**src/hw/rtl/pn3d_pkg.sv**
```systemverilog
`timescale 1ns / 1ps
// ----------------------------------------------------------------------------
// pn3d_pkg: shared types and constants for the 3d fractal noise block
// fixed-point format, controller commands and the gradient function
// ----------------------------------------------------------------------------
package pn3d_pkg;

	localparam int FRAC_BITS  = 16;
	localparam int TABLE_SIZE = 256;
	localparam int FX_W       = 24;
	localparam int ONE_FX     = 1 << FRAC_BITS;
	localparam int OUT_W      = 19;
	localparam int HASH_SLOTS = 14;

	typedef logic signed [FX_W-1:0] fx_t;

	localparam fx_t FX_ONE     = fx_t'(ONE_FX);
	localparam fx_t FX_TEN     = fx_t'(10 * ONE_FX);
	localparam fx_t FX_FIFTEEN = fx_t'(15 * ONE_FX);

	// last step index of the hash and lerp phases inside one octave
	localparam logic [3:0] HASH_LAST = 4'd14;
	localparam logic [3:0] LERP_LAST = 4'd8;

	localparam logic CMD_LOAD = 1'b0;
	localparam logic CMD_EVAL = 1'b1;

	typedef enum logic [2:0] {
		ST_IDLE,
		ST_HASH,
		ST_LERP,
		ST_ACC,
		ST_DONE
	} state_t;

	// multiplier micro-ops
	typedef enum logic [3:0] {
		MO_NONE,
		MO_T2,
		MO_IN,
		MO_T3,
		MO_FADE,
		MO_E0,
		MO_E1,
		MO_E2,
		MO_E3,
		MO_F0,
		MO_F1,
		MO_N
	} mop_t;

	typedef struct packed {
		logic       tbl_we;
		logic       start;
		logic       rd_en;
		logic [3:0] rd_slot;
		mop_t       mop;
		logic [1:0] coord;
		logic       acc;
		logic [3:0] oct;
		logic       out_load;
	} dp_cmd_t;

	// gradient dot product; the low hash bits pick one of the cube-edge directions
	function automatic fx_t grad_fn(input logic [3:0] h, input fx_t x, input fx_t y,
		input fx_t z);
		fx_t u;
		fx_t v;
		u = (h < 4'd8) ? x : y;
		v = (h < 4'd4) ? y : ((h == 4'd12 || h == 4'd14) ? x : z);
		return (h[0] ? -u : u) + (h[1] ? -v : v);
	endfunction

endpackage

```
**src/hw/rtl/pn3d_ctrl.sv**
```systemverilog
`timescale 1ns / 1ps
// ----------------------------------------------------------------------------
// pn3d_ctrl: sequencer for loads and octave evaluation
// steps the datapath through hash, fade, lerp and accumulate per octave
// ----------------------------------------------------------------------------
module pn3d_ctrl
	import pn3d_pkg::*;
#(
	parameter int OCTAVE_MAX = 8
) (
	input  logic       clk,
	input  logic       arst_n,
	input  logic       in_valid,
	output logic       in_ready,
	input  logic       command,
	output logic       out_valid,
	input  logic       out_ready,
	input  logic [3:0] octave_count,
	output dp_cmd_t    cmd
);

	localparam int OCT_LIM = (OCTAVE_MAX > 15) ? 15 : OCTAVE_MAX;

	state_t     state_q, state_d;
	logic [3:0] step_q, step_d;
	logic [3:0] oct_q, oct_d;
	logic [3:0] oct_n;
	logic       out_valid_q;

	assign oct_n     = (octave_count > 4'(OCT_LIM)) ? 4'(OCT_LIM) : octave_count;
	assign out_valid = out_valid_q;

	always_ff @(posedge clk or negedge arst_n) begin
		if (!arst_n) begin
			state_q     <= ST_IDLE;
			step_q      <= '0;
			oct_q       <= '0;
			out_valid_q <= 1'b0;
		end else begin
			state_q <= state_d;
			step_q  <= step_d;
			oct_q   <= oct_d;
			if (cmd.out_load) begin
				out_valid_q <= 1'b1;
			end else if (out_ready) begin
				out_valid_q <= 1'b0;
			end
		end
	end

	always_comb begin
		state_d  = state_q;
		step_d   = step_q;
		oct_d    = oct_q;
		in_ready = 1'b0;
		cmd      = '0;
		cmd.oct  = oct_q;
		case (state_q)
			ST_IDLE: begin
				in_ready = 1'b1;
				if (in_valid) begin
					if (command == CMD_LOAD) begin
						cmd.tbl_we = 1'b1;
					end else begin
						cmd.start = 1'b1;
						step_d    = '0;
						oct_d     = '0;
						state_d   = (oct_n == 4'd0) ? ST_DONE : ST_HASH;
					end
				end
			end
			ST_HASH: begin
				cmd.rd_en   = (step_q < HASH_LAST);
				cmd.rd_slot = step_q;
				// fade of x, y, z overlaps the hash reads, five steps each
				case (step_q)
					4'd0:  begin cmd.mop = MO_T2;   cmd.coord = 2'd0; end
					4'd1:  begin cmd.mop = MO_IN;   cmd.coord = 2'd0; end
					4'd2:  begin cmd.mop = MO_T3;   cmd.coord = 2'd0; end
					4'd4:  begin cmd.mop = MO_FADE; cmd.coord = 2'd0; end
					4'd5:  begin cmd.mop = MO_T2;   cmd.coord = 2'd1; end
					4'd6:  begin cmd.mop = MO_IN;   cmd.coord = 2'd1; end
					4'd7:  begin cmd.mop = MO_T3;   cmd.coord = 2'd1; end
					4'd9:  begin cmd.mop = MO_FADE; cmd.coord = 2'd1; end
					4'd10: begin cmd.mop = MO_T2;   cmd.coord = 2'd2; end
					4'd11: begin cmd.mop = MO_IN;   cmd.coord = 2'd2; end
					4'd12: begin cmd.mop = MO_T3;   cmd.coord = 2'd2; end
					4'd14: begin cmd.mop = MO_FADE; cmd.coord = 2'd2; end
					default: cmd.mop = MO_NONE;
				endcase
				if (step_q == HASH_LAST) begin
					step_d  = '0;
					state_d = ST_LERP;
				end else begin
					step_d = step_q + 4'd1;
				end
			end
			ST_LERP: begin
				case (step_q)
					4'd0:    cmd.mop = MO_E0;
					4'd1:    cmd.mop = MO_E1;
					4'd2:    cmd.mop = MO_E2;
					4'd3:    cmd.mop = MO_E3;
					4'd4:    cmd.mop = MO_F0;
					4'd5:    cmd.mop = MO_F1;
					4'd7:    cmd.mop = MO_N;
					default: cmd.mop = MO_NONE;
				endcase
				if (step_q == LERP_LAST) begin
					step_d  = '0;
					state_d = ST_ACC;
				end else begin
					step_d = step_q + 4'd1;
				end
			end
			ST_ACC: begin
				cmd.acc = 1'b1;
				if (5'(oct_q) + 5'd1 == 5'(oct_n)) begin
					state_d = ST_DONE;
				end else begin
					oct_d   = oct_q + 4'd1;
					state_d = ST_HASH;
				end
			end
			ST_DONE: begin
				if (!out_valid_q || out_ready) begin
					cmd.out_load = 1'b1;
					state_d      = ST_IDLE;
				end
			end
			default: state_d = ST_IDLE;
		endcase
	end

endmodule

```
**config.mk**
```make
export PLATFORM = sky130hd
export DESIGN_NAME = pn3d_ctrl
export DESIGN_NICKNAME = d
export VERILOG_FILES = /design/src/hw/rtl/pn3d_pkg.sv /design/src/hw/rtl/pn3d_ctrl.sv
export SDC_FILE = /design/constraint.sdc
export NUM_CORES = 1
export LEC_CHECK = 0
export CAP_MARGIN = 20
export CORE_ASPECT_RATIO = 0.75
export CORE_MARGIN = 2
export CORE_UTILIZATION = 55
export CTS_BUF_LIST = sky130_fd_sc_hd__clkbuf_8
export CTS_CLUSTER_SIZE = 20
export DETAILED_ROUTE_END_ITERATION = 6
export DONT_BUFFER_PORTS = 1
export GPL_TIMING_DRIVEN = 0
export PLACE_DENSITY_LB_ADDON = 0.3
export SETUP_SLACK_MARGIN = 0.4
export SYNTH_ARGS = -nofsm -noshare
export SYNTH_HDL_FRONTEND = slang
export SYNTH_SLANG_ARGS = --single-unit
export TNS_END_PERCENT = 50
```
**constraint.sdc**
```tcl
create_clock -name clk -period 2.7 [get_ports clk]
set_clock_uncertainty 0.2 [all_clocks]
set_input_delay 0.27 -clock clk [delete_from_list [all_inputs] [get_ports clk]]
set_output_delay 0.27 -clock clk [all_outputs]
set_load 0.05 [all_outputs]
```
Yosys cells after proc, flatten, opt, wreduce, memory -nomap -nowiden. Index checks and enable logic that the tools add are counted.

Flip-flop bits (word level): 12. Output and inout port bits: 21. Bits of input ports: 9.

Reductions and logical operators: 17. Multiplexer cells: 32. Add/sub/neg operators: 3. Order comparisons: 2. Equal/unequal tests: 24.

Operators with widths (number): $pmux W4 S7 (1); $eq A4 B4 Y1 const B (6); $mux W4 (6); $mux W3 (7); $eq A4 B3 Y1 const B (4); $pmux W4 S2 (2); $pmux W3 S5 (1); $ne A2 B2 Y1 const B (6); $pmux W3 S4 (1); $pmux W4 S3 (1); $reduce_or A3 Y1 (4); $add A4 B1 Y4 const B (2); $eq A4 B2 Y1 const B (2); $logic_not A4 Y1 (2); $mux W1 (8); $reduce_or A4 Y1 (2); $eq A3 B2 Y1 const B (2); $mux W2 (3); $add A4 B1 Y5 const B (1); $eq A5 B4 Y1 (1); $mux W5 (1); $reduce_and A5 Y1 (1); $eq A4 B1 Y1 const B (1); $gt A4 B4 Y1 const B (1); 11 further kinds (12).

Logic depth before layout (Yosys ltp). Gate-level depths: netlist of the first run.

Word-level depth: 7. Gate-level depth with buffers: 8. Depth with buffers taken out: 7.

Least setup slack after synthesis of the first run. Ideal clock, no wire load.

Path type: flip-flop to output port. Start point: reg state_q[2]. End point: out cmd[18] (netlist bit). Setup slack: -0.372 ns. Cell stages (with the launch flop): 5. Arrival time: 2.602 ns. Data required time: 2.230 ns. Cell sequence: dfrtp_1 -> buf_2 -> nor3_1 -> nand2_1 -> nor2_1.

RTL lines: start, declared (RTL line pn3d_ctrl.sv:24) `state_t state_q, state_d;`; start signal, assigned (RTL line pn3d_ctrl.sv:40) `state_q <= state_d;`; end, declared (RTL line pn3d_ctrl.sv:19) `output dp_cmd_t cmd`.

Worst setup path in the final report of the first run.
Start point: reg oct_q[0]. End point: reg state_q[0].

Cells in the longest elaborated chain, start to end: 4.

RTL lines: start, declared (RTL line pn3d_ctrl.sv:26) `logic [3:0] oct_q, oct_d;`; start signal, assigned (RTL line pn3d_ctrl.sv:42) `oct_q <= oct_d;`; $add A4 B1 Y5 (RTL line pn3d_ctrl.sv:118) `if (5'(oct_q) + 5'd1 == 5'(oct_n)) begin`; $eq A5 B4 Y1 (RTL line pn3d_ctrl.sv:118); $mux W3 (RTL line pn3d_ctrl.sv:118); $pmux W3 S5 (RTL line pn3d_ctrl.sv:58) `case (state_q)`.

No other way between the ends. A chain may end at the register's enable or synchronous reset.

==> qor.csv, run 1 <==
stage;metric;value;unit
critical_path;cp-end-kind;register;
clocking;numCtsBuffers;3;
sta;max_slew_margin;0.405;
sta;max_freq;0.425;GHz
global_routing;grt_max_degree;13;
critical_path;cp.required;2.62;ns
logic_synthesis;synth.ff_latch_count;12;
placed_design;dp_hpwl;1.85;mm
layout;multiInputGateArea;860;sq um
global_routing;grt_pass1_vias;983;
sta;worst_slew_pin_slew;0.890;ns
detailed_routing;totalWireLength;2.96;mm
floorplan;core_area;1770;sq um
layout;diodes;0;
logic_synthesis;synth_commonest_cells;nor2_1 (19), nand2_1 (14), dfrtp_1 (12);
critical_path;worst-setup-path-type;reg -> reg;
run_status;run_status;finished clean;
logic_synthesis;synth-edff-count;0;
sta;holdWs;0.0359;ns
critical_path;arrival;2.28;ns
global_routing;antenna_found_initial;0;
layout;fillerInstances;118;
sta;hold_viol_final;0;
placed_design;gp_congestion;0.894;
detailed_routing;drtIter0Drc;70;
clocking;clock_latency;0.25;ns
floorplan;die_h;41.9;um
sta;fin_setup_tns;0;ns
placed_design;dpl_cell_area;1110;sq um
detailed_routing;vias_per_cell;6.50;
sta;rsz0062_at_grt;true;
sta;setup_viol;0;
layout;design_area;1370;sq um
logic_synthesis;netlist_area;1060;sq um
job;cap_violations;0;
logic_synthesis;ys_warn_count;0;
detailed_routing;drtAntennaViolNets;0;
floorplan;rows;13;
sta;fin_crit_sh;0.872;
critical_path;critPathMaxFanout;8;
min_path;min_path_type;in -> reg;
clocking;htreeDepth;1;
global_routing;track_usage;0.278;
placed_design;io_buffers;0;
logic_synthesis;synthFlopType;dfrtp_1;
sta;drv_slew;0;
clocking;cts_tree;yes;
logic_synthesis;ys_types;43;
layout;drive_above_1_share;0.349;
clocking;cts_root_buf;clkbuf_8;
clocking;numClockSinks;12;
logic_synthesis;async_flop_share;1.00;
detailed_routing;drc;0;
global_routing;grt_overflow_total;0;
detailed_routing;wl_per_cell;17.6;um
logic_synthesis;yosysSeqAreaShare;0.284;
clocking;cts.path.max_buffers;2;
logic_synthesis;synth_most_common_cell;nor2_1;
detailed_routing;dr_total_vias;1092;
critical_path;cp-start-kind;register;
clocking;clkTransAtPathRegs;0.06;ns
logic_synthesis;syn_nets;148;
layout;final-seq-area;308;sq um
floorplan;die_w;54.6;um
layout;area_growth;29.3;%
logic_synthesis;ys_top_cells_by_area;dfrtp_1 (28%), nor2_1 (6.8%), ha_1 (5.9%);
global_routing;grt_pass1_wl;4.64;mm
floorplan;die-area;2290;sq um
logic_synthesis;avgSynthCellArea;7.88;sq um
floorplan;ios;30;
detailed_routing;drt_pre_antenna_iters;5;
layout;nets;161;
floorplan;start_util;0.596;
logic_synthesis;yosysTopAreaCell;dfrtp_1;
logic_synthesis;synth_top_area_frac;0.284;
sta;fin_crit;2.35;ns
logic_synthesis;synth_cells;134;
## path summary, 6_finish.rpt
check	from	end	slack, ns	depth (start not counted)
worst max-delay path	oct_q[0]$_DFFE_PN0P_	state_q[0]$_DFFE_PN0P_	0.35	7
worst min-delay path	out_ready	state_q[2]$_DFFE_PN0P_	0.04	3
worst max register to register	oct_q[0]$_DFFE_PN0P_	state_q[0]$_DFFE_PN0P_	0.35	7
worst min register to register	step_q[0]$_DFFE_PN0P_	step_q[3]$_DFFE_PN0P_	0.43	2
max in group asynchronous	arst_n	oct_q[0]$_DFFE_PN0P_	1.61	1
min in group asynchronous	arst_n	state_q[2]$_DFFE_PN0P_	0.25	1
## repair_timing
| action | 4_1_cts | 5_1_grt |
|---|---|---|
| gates resized for setup | 37 | 10 |
| hold buffers | 1 | 0 |
| setup endpoints to repair | 16 | 16 |
| hold endpoints to repair | 12 | 0 |
| buffers inserted | 6 | 0 |
| pin swaps | 7 | 5 |
## routing by layer
metal	share of wire	GRT usage	vias up	wire length, um
li1	-	-	509	-
met1	0.45	0.387	521	1330
met2	0.46	0.417	55	1370
met3	0.076	0.0827	7	224
met4	0.013	0.0650	0	39
met5	0	0	-	0
## critical path, stage by stage (launching register included)
cell,delay (ns)
dfrtp_4,0.59
ha_4,0.33
nand4b_1,0.10
a2bb2oi_1,0.17
a2111oi_4,0.44
buf_4,0.19
o311a_2,0.15
o21ai_1,0.07
## kinds of logic after synthesis
logic type	Yosys count	synth area share
compound gates	38	0.261
flops	12	0.284
xor+xnor	3	0.0249
fa+ha+maj	5	0.0592
mux	2	0.0190
simple gates	65	0.318
buf+inv	9	0.0344
## per-stage QoR
step | setup WS, ns | instances | util
floorplan | 0.309 | 134 | -
global route | 0.234 | 168 | 0.770
CTS | 0.350 | 168 | 0.754
detailed placement | 0.124 | 157 | 0.625
finish | 0.347 | 168 | 0.770
global placement | 0.130 | 156 | 0.621
## final cells by class
cell class	count	area share
multi-input cells	113	0.630
flip-flops and latches	12	0.225
repair buffers	8	0.0458
clock buffers	4	0.0403
plain buffers	5	0.0247
well taps	22	0.0202
inverters	4	0.0137
## state kept, by name, summed over array words and instances (netlist names)
register and flops:
oct_q 4, out_valid 1, state_q 3, step_q 4
## layout by cell type (no fill, tap or decap), types with 2 or more instances in the layout
cell      Yosys  final
nor3b_1       3      2
a32o_1        2      2
a21oi_1       6      6
nor2_1       19     15
dfrtp_2       0      3
xnor2_1       2      2
nor2_4        0      2
buf_4         0      7
nand3_1       6      5
o31ai_1       2      2
ha_1          5      2
o21ai_0      11      5
o21ai_1       1      5
clkbuf_2      0      2
o21ai_4       0      2
nor2b_1       5      4
dfrtp_1      12      8
clkbuf_8      0      4
a22oi_1       2      2
nand2_1      14     13
inv_2         0      2
o21a_2        0      2
nand2b_1      5      5
ha_2          0      2
nor2_2        0      2
Power of run 1 is left out: the tool's default activity adds up to more than one toggle a clock period on the data nets, which glitch-free logic cannot reach.
==> inputs of run 2 (changes only) <==
Settings changed: CORE_ASPECT_RATIO 0.75 to unset, CORE_UTILIZATION 55 to 65.
==> run 2 against run 1 <==
  * The run now fails in global routing (5_1_grt)
  * Synthesized area unchanged
  * Synthesized cell count stayed put
==> qor.csv, run 2 <==
stage;metric;value;unit;change
logic_synthesis;ys_types;43;;unchanged
logic_synthesis;ys_warn_count;0;;unchanged
logic_synthesis;synth_cells;134;;unchanged
logic_synthesis;syn_nets;148;;unchanged
clocking;numClockSinks;12;;unchanged
clocking;numCtsBuffers;3;;unchanged
logic_synthesis;netlist_area;1060;sq um;unchanged
sta;crit_endpoint;cmd[7];;
logic_synthesis;avgSynthCellArea;7.88;sq um;unchanged
logic_synthesis;yosysSeqAreaShare;0.284;;unchanged
logic_synthesis;synth.ff_latch_count;12;;unchanged
logic_synthesis;async_flop_share;1.00;;unchanged
clocking;cts.path.max_buffers;2;;unchanged
run_status;run_status;aborted with a tool error;;
logic_synthesis;synth_xor_xnor_area_share;0.0249;;unchanged
logic_synthesis;ys_top_cells_by_area;dfrtp_1 (28%), nor2_1 (6.8%), ha_1 (5.9%);;
logic_synthesis;synthMuxAreaShare;0.0190;;unchanged
floorplan;rows;14;;+1
run_status;error_line;[ERROR DPL-0033] detailed placement checks failed during check placement.;;
clocking;htreeDepth;1;;unchanged
placed_design;dp_hpwl;1.78;mm;-3.8%
logic_synthesis;synth_commonest_cells;nor2_1 (19), nand2_1 (14), dfrtp_1 (12);;
global_routing;antenna_found_initial;0;;
clocking;cts_root_buf;clkbuf_8;;
floorplan;die_h;44.3;um;+5.6%
logic_synthesis;synth-edff-count;0;;unchanged
placed_design;io_buffers;0;;unchanged
global_routing;grt_max_degree;13;;
logic_synthesis;synth_most_common_cell;nor2_1;;
sta;worstEndpointType;primary output;;
placed_design;dpl_cell_area;1090;sq um;-1.4%
placed_design;gp_congestion;0.858;;-4.0%
floorplan;ios;30;;unchanged
run_status;flow.stopped_at;global routing (5_1_grt);;
floorplan;die_w;44.3;um;-19%
logic_synthesis;synth_top_area_frac;0.284;;unchanged
logic_synthesis;synth_compound_area_frac;0.261;;unchanged
logic_synthesis;synth-simple-area-share;0.318;;unchanged
logic_synthesis;synth_top_family_by_area;simple AND/OR/NAND/NOR gates;;
logic_synthesis;yosysTopAreaCell;dfrtp_1;;
floorplan;start_util;0.701;;+0.105
logic_synthesis;yosys.area_share.adder;0.0592;;unchanged
logic_synthesis;synthFlopType;dfrtp_1;;
[run 2: through the flow]
stage / hold WS, ns / setup slack (ns) / cells
2_1_floorplan: -0.226 / 0.309 / 134
3_3_place_gp: -0.225 / 0.123 / 150
3_5_place_dp: -0.225 / 0.0837 / 150
4_1_cts: 0.0537 / 0.236 / 162
[run 2: logic make-up after synthesis]
logic type | Yosys count
and+or+nand+nor | 65
AOI/OAI and AO/OA | 38
xor gates and xnor gates | 3
buffers and inverters | 9
muxes | 2
adders and majority gates | 5
DFF | 12
[run 2: repair_timing]
action	in CTS
hold endpoints to repair	12
hold buffers	1
pin swaps	7
resized for setup	44
setup buffers	7
setup endpoints to repair	17
cloned	0
==> inputs of run 3 (changes only) <==
Settings changed: CORE_AREA set to 2 2 63 65, CORE_MARGIN 2 to unset, CORE_UTILIZATION 65 to unset, CTS_BUF_LIST sky130_fd_sc_hd__clkbuf_8 to unset, CTS_CLUSTER_SIZE 20 to unset, DIE_AREA set to 0 0 65 67, PLACE_DENSITY_LB_ADDON 0.3 to 0.15, SETUP_SLACK_MARGIN 0.4 to unset.
==> run 3 against run 2 <==
  * The flow now finishes without violations
==> qor.csv, run 3 (synthesized netlist as in run 1, its figures left out) <==
stage;metric;value;unit;change
run_status;run_status;finished clean;;
min_path;min_path_cells;2;;
clocking;clkTransAtPathRegs;0.05;ns;
layout;drive_above_1_share;0.138;;
clocking;clock_latency;0.24;ns;
placed_design;dp_cells;182;;+21%
critical_path;critPathMaxFanout;10;;
layout;area_growth;13.6;%;
floorplan;die_w;65;um;+47%
clocking;cts_tree;yes;;
detailed_routing;wl_per_cell;14.5;um;
floorplan;rows;22;;+8
global_routing;grt_max_degree;13;;
clocking;numCtsBuffers;3;;unchanged
floorplan;die_h;67;um;+51%
layout;design_area;1200;sq um;
clocking;numClockSinks;12;;unchanged
sta;fin_setup_tns;0;ns;
clocking;cts.path.max_buffers;2;;unchanged
floorplan;ios;30;;unchanged
clocking;post_cts_buffers;0;;-7
placed_design;io_buffers;0;;unchanged
sta;max_freq;0.379;GHz;
layout;mostFrequentLayoutCell;nor2_1;;
sta;hold_viol_final;0;;
power_and_ir_drop;finalPower;1.70;mW;
global_routing;antenna_found_initial;0;;
global_routing;grt_overflow_total;0;;
detailed_routing;drtAntennaViolNets;0;;
global_routing;grt_pass1_wl;4.53;mm;
min_path;min_path_type;in -> reg;;
floorplan;die-area;4360;sq um;
clocking;cts_root_buf;clkbuf_8;;
detailed_routing;drtIter0Drc;45;;
layout;post-route-util;0.333;;
sta;setup_viol;0;;
detailed_routing;drt_pre_antenna_iters;4;;
critical_path;cp-end-kind;primary output;;
sta;rsz0062_at_grt;false;;
layout;largest_registers;oct_q (4), step_q (4), state_q (3);;
placed_design;dp_hpwl;2.06;mm;+15%
floorplan;start_util;0.293;;-0.408
detailed_routing;dr_total_vias;1007;;
placed_design;gp_congestion;0.738;;-14%
sta;fin_crit;2.64;ns;
detailed_routing;vias_per_cell;5.41;;
global_routing;grt_pass1_vias;1017;;
sta;worst_slew_pin_slew;1.12;ns;
sta;drv_slew;0;;
layout;diodes;0;;
power_and_ir_drop;p_per_area;1420;nW/um^2;
critical_path;cp.required;2.23;ns;
placed_design;dpl_cell_area;1120;sq um;+2.5%
detailed_routing;totalWireLength;2.69;mm;
power_and_ir_drop;ir_worst_vdd;0.478;mV;
clocking;htreeDepth;1;;unchanged
critical_path;worst-setup-path-type;reg -> out;;
critical_path;reg2reg_depth;6;;
detailed_routing;drc;0;;
layout;final_cell_mix;nor2_1 (18), nand2_1 (14), dfrtp_1 (11);;
sta;max_slew_margin;0.254;;
job;cap_violations;0;;
layout;nets;154;;
power_and_ir_drop;cellLeakagePower;0.521;nW;
floorplan;core_area;3610;sq um;
critical_path;arrival;2.17;ns;
sta;fin_crit_sh;0.977;;
critical_path;cp-start-kind;register;;
global_routing;track_usage;0.133;;
layout;final_cells;186;;
==> run 3: worst max-delay path: stages, from the launching register on <==
cell     delay [ns]
dfrtp_1        0.35
buf_2          0.18
nor3_4         0.59
nand2_1        0.12
nor2_1         0.68
==> run 3: routing by layer <==
metal	part of all wire	vias to the layer above	global-route usage
li1	-	491	-
met4	0.012	0	0.0479
met5	0	-	0
met3	0.039	6	0.0270
met1	0.45	490	0.162
met2	0.50	20	0.229
==> run 3: path summary, 6_finish.rpt <==
kind / slack (ns) / to / startpoint
min in group asynchronous: 0.27 / oct_q[3]$_DFFE_PN0P_ / arst_n
max in group asynchronous: 1.61 / oct_q[0]$_DFFE_PN0P_ / arst_n
min reg2reg: 0.44 / step_q[3]$_DFFE_PN0P_ / step_q[0]$_DFFE_PN0P_
min: 0.05 / out_valid$_DFFE_PN0P_ / out_ready
max: 0.06 / cmd[18] / state_q[2]$_DFFE_PN0P_
max reg2reg: 0.20 / oct_q[3]$_DFFE_PN0P_ / oct_q[1]$_DFFE_PN0P_
==> run 3: area by class of cell <==
cell class,instances,area [sq um]
Buffer,4,17.5
Clock buffer,3,41.3
Fill cell,382,2410
Inverter,4,15.0
Multi-Input combinational cell,113,747
Sequential cell,12,302
Tap cell,48,60.1
Timing Repair Buffer,2,17.5
==> run 3: timing repair <==
| action | 4_1_cts | 5_1_grt |
|---|---|---|
| pin swaps | 0 | 1 |
| hold endpoints to repair | 12 | 0 |
| setup endpoints to repair | 5 | 9 |
| cloned | 0 | 0 |
| hold buffers | 1 | 0 |
| gates resized for setup | 4 | 3 |
==> run 3: stage by stage <==
step / hold slack (ns) / worst slack [ns]
CTS: 0.0520 / -0.0276
global route: 0.0721 / 0.00708
floorplan: -0.226 / -0.0631
detailed placement: -0.225 / 0.0250
global placement: -0.225 / -0.285
finish: 0.0532 / 0.0614
==> run 3: report_power, final <==
group,leakage [nW],switching (mW),internal [mW]
sequential,0.156,0.170,0.243
clock,0.0216,0.0652,0.0984
combinational,0.344,0.797,0.326
No activity file was read; power rests on OpenSTA's default activity.
==> inputs of run 4 (changes only) <==
Settings changed: CORE_AREA 2 2 63 65 to unset, CORE_MARGIN set to 2, CORE_UTILIZATION set to 27, DIE_AREA 0 0 65 67 to unset, MAX_ROUTING_LAYER set to met4.
==> run 4 against run 3 <==
  * Die area is 1.7% higher
  * Combinational power hardly changed
  * Non-clock buffer count is 1 higher
  * Count of clock-buffer cells in the layout is 1 higher
  * Cell area is 2.3% higher
==> qor.csv, run 4 (synthesized netlist as in run 1, its figures left out) <==
stage;metric;value;unit;change
global_routing;grt_pass1_vias;1021;;+0.39%
sta;setup_viol;0;;unchanged
floorplan;ios;30;;unchanged
detailed_routing;drc;0;;unchanged
detailed_routing;drt_pre_antenna_iters;4;;unchanged
clocking;cts.path.max_buffers;2;;unchanged
layout;multiInputGateArea;753;sq um;+0.84%
power_and_ir_drop;ir_worst_vdd;0.430;mV;-10%
layout;nets;155;;+0.65%
sta;worst_slew_pin_slew;1.21;ns;+0.0944 ns
critical_path;crit_buf_inv;1;;unchanged
clocking;htreeDepth;1;;unchanged
placed_design;dp_hpwl;2.05;mm;-0.28%
job;cap_violations;0;;unchanged
critical_path;worstPathCellList;inv_1 > ha_1 > nor2b_1 > a21oi_1 > a21oi_1 > a22o_1;;
clocking;clkTransAtPathRegs;0.06;ns;about the same
sta;max_freq;0.389;GHz;+2.7%
floorplan;die_w;66.5;um;+2.4%
sta;fin_crit_sh;0.951;;-0.0259
floorplan;die-area;4430;sq um;+1.7%
critical_path;crit_family;compound AO/OA/AOI/OAI gates;;
layout;drive_above_1_share;0.157;;+0.0195
critical_path;reg2reg_to;oct_q[3]$_DFFE_PN0P_;;
clocking;cts_tree;yes;;
critical_path;r2r-start;oct_q[1]$_DFFE_PN0P_;;
layout;mostFrequentLayoutCell;nor2_1;;
detailed_routing;totalWireLength;2.76;mm;+2.3%
critical_path;cp-end-kind;primary output;;
layout;fillerInstances;398;;+4.2%
floorplan;start_util;0.284;;-0.00868
critical_path;arrival;2.10;ns;-0.07 ns
power_and_ir_drop;finalPower;1.74;mW;+2.6%
detailed_routing;wl_per_cell;14.7;um;+1.2%
detailed_routing;dr_total_vias;1021;;+1.4%
critical_path;crit_slowest_cell;a22o_1;;
layout;diodes;0;;unchanged
clocking;clock_latency;0.24;ns;about the same
layout;area_growth;16.2;%;
global_routing;antenna_found_initial;0;;unchanged
min_path;min_path_type;in -> reg;;
sta;max_slew_margin;0.190;;-0.0640
layout;post-route-util;0.330;;-0.00245
min_path;min_path_cells;3;;+1
critical_path;cp.required;2.23;ns;about the same
min_path;hp-start;out_ready;;
global_routing;grt_overflow_total;0;;unchanged
critical_path;reg2reg_depth;6;;unchanged
sta;hold_viol_final;0;;unchanged
critical_path;critPathMaxFanout;7;;-3
floorplan;die_h;66.5;um;-0.69%
placed_design;gp_congestion;0.828;;+12%
placed_design;io_buffers;0;;unchanged
run_status;run_status;finished clean;;
sta;holdWs;0.0528;ns;-0.000340 ns
floorplan;core_area;3720;sq um;+3.1%
sta;fin_crit;2.57;ns;-0.0700 ns
critical_path;crit_start;step_q[1]$_DFFE_PN0P_;;
critical_path;worst-setup-path-type;reg -> out;;
sta;rsz0062_at_grt;true;;
power_and_ir_drop;cellLeakagePower;0.529;nW;+1.5%
clocking;cts_root_buf;clkbuf_8;;
detailed_routing;vias_per_cell;5.43;;+0.31%
sta;drv_slew;0;;unchanged
floorplan;rows;22;;unchanged
layout;final_cell_mix;nor2_1 (17), nand2_1 (14), dfrtp_1 (11);;
critical_path;rrSetupSlack;0.21;ns;about the same
power_and_ir_drop;p_per_area;1420;nW/um^2;+0.26%
detailed_routing;drtIter0Drc;60;;+33%
critical_path;cp-start-kind;register;;
global_routing;track_usage;0.136;;+0.00287
global_routing;grt_max_degree;13;;unchanged
clocking;numCtsBuffers;3;;unchanged
min_path;hold_end;state_q[2]$_DFFE_PN0P_;;
layout;largest_registers;oct_q (4), step_q (4), state_q (3);;
layout;final-seq-area;302;sq um;unchanged
critical_path;worst_path_most_repeated_cell;a21oi_1;;
clocking;numClockSinks;12;;unchanged
global_routing;grt_pass1_wl;4.62;mm;+2.0%
detailed_routing;drtAntennaViolNets;0;;unchanged
critical_path;crit_path_max_incr_delay;0.47;ns;-0.21 ns
-- run 4: per-layer routing --
metal	part of all wire	global-route usage	vias to the layer above
met5	0	-	-
met4	0	0.0204	0
met3	0.059	0.0372	0
met2	0.48	0.225	28
met1	0.46	0.168	497
li1	-	-	496
-- run 4: how the worst max path moves through the flow --
stage | end | slack, ns | cells after the start
3_3_place_gp | cmd[8] | -0.27 | 7
2_1_floorplan | cmd[8] | -0.06 | 7
3_5_place_dp | cmd[18] | 0.03 | 4
5_1_grt | cmd[10] | -0.003 | 6
4_1_cts | cmd[18] | 0.03 | 4
6_report | cmd[10] | 0.13 | 6
-- run 4: where the power goes --
group          switching [mW]  internal (mW)
clock network          0.0653          0.129
registers               0.169          0.243
logic                   0.805          0.332
total                    1.04          0.703
-- run 4: through the flow --
stage / TNS [ns] / instance area, sq um / worst slack [ns] / instances
2_1_floorplan: -0.0631 / 1060 / -0.0631 / 134
3_3_place_gp: -0.454 / 1120 / -0.265 / 182
3_5_place_dp: 0 / 1120 / 0.0301 / 182
4_1_cts: 0 / 1210 / 0.0290 / 187
5_1_grt: -0.00265 / 1230 / -0.00265 / 188
6_report: 0 / 1230 / 0.131 / 188
-- run 4: timing repair --
item	CTS	global route
pin swaps	0	1
setup buffers	0	0
endpoints found under the setup margin	5	8
hold buffers	1	0
resized for setup	5	5
endpoints found under the hold margin	12	0
-- run 4: layout make-up --
type                       count  area share
sequential                    12       0.246
buffer                         4      0.0143
tap                           48      0.0489
multi-input combinational    113       0.614
inverter                       4      0.0122
timing repair buffer           3      0.0204
clock buffer                   4      0.0449
-- run 4: worst reg2reg max path: cells and delay by family (launching register included) --
kind,cells,cell delay [ns]
adders and majority gates,1,0.37
buffers and inverters,1,0.09
DFF,1,0.68
AOI/OAI and AO/OA,4,1.04
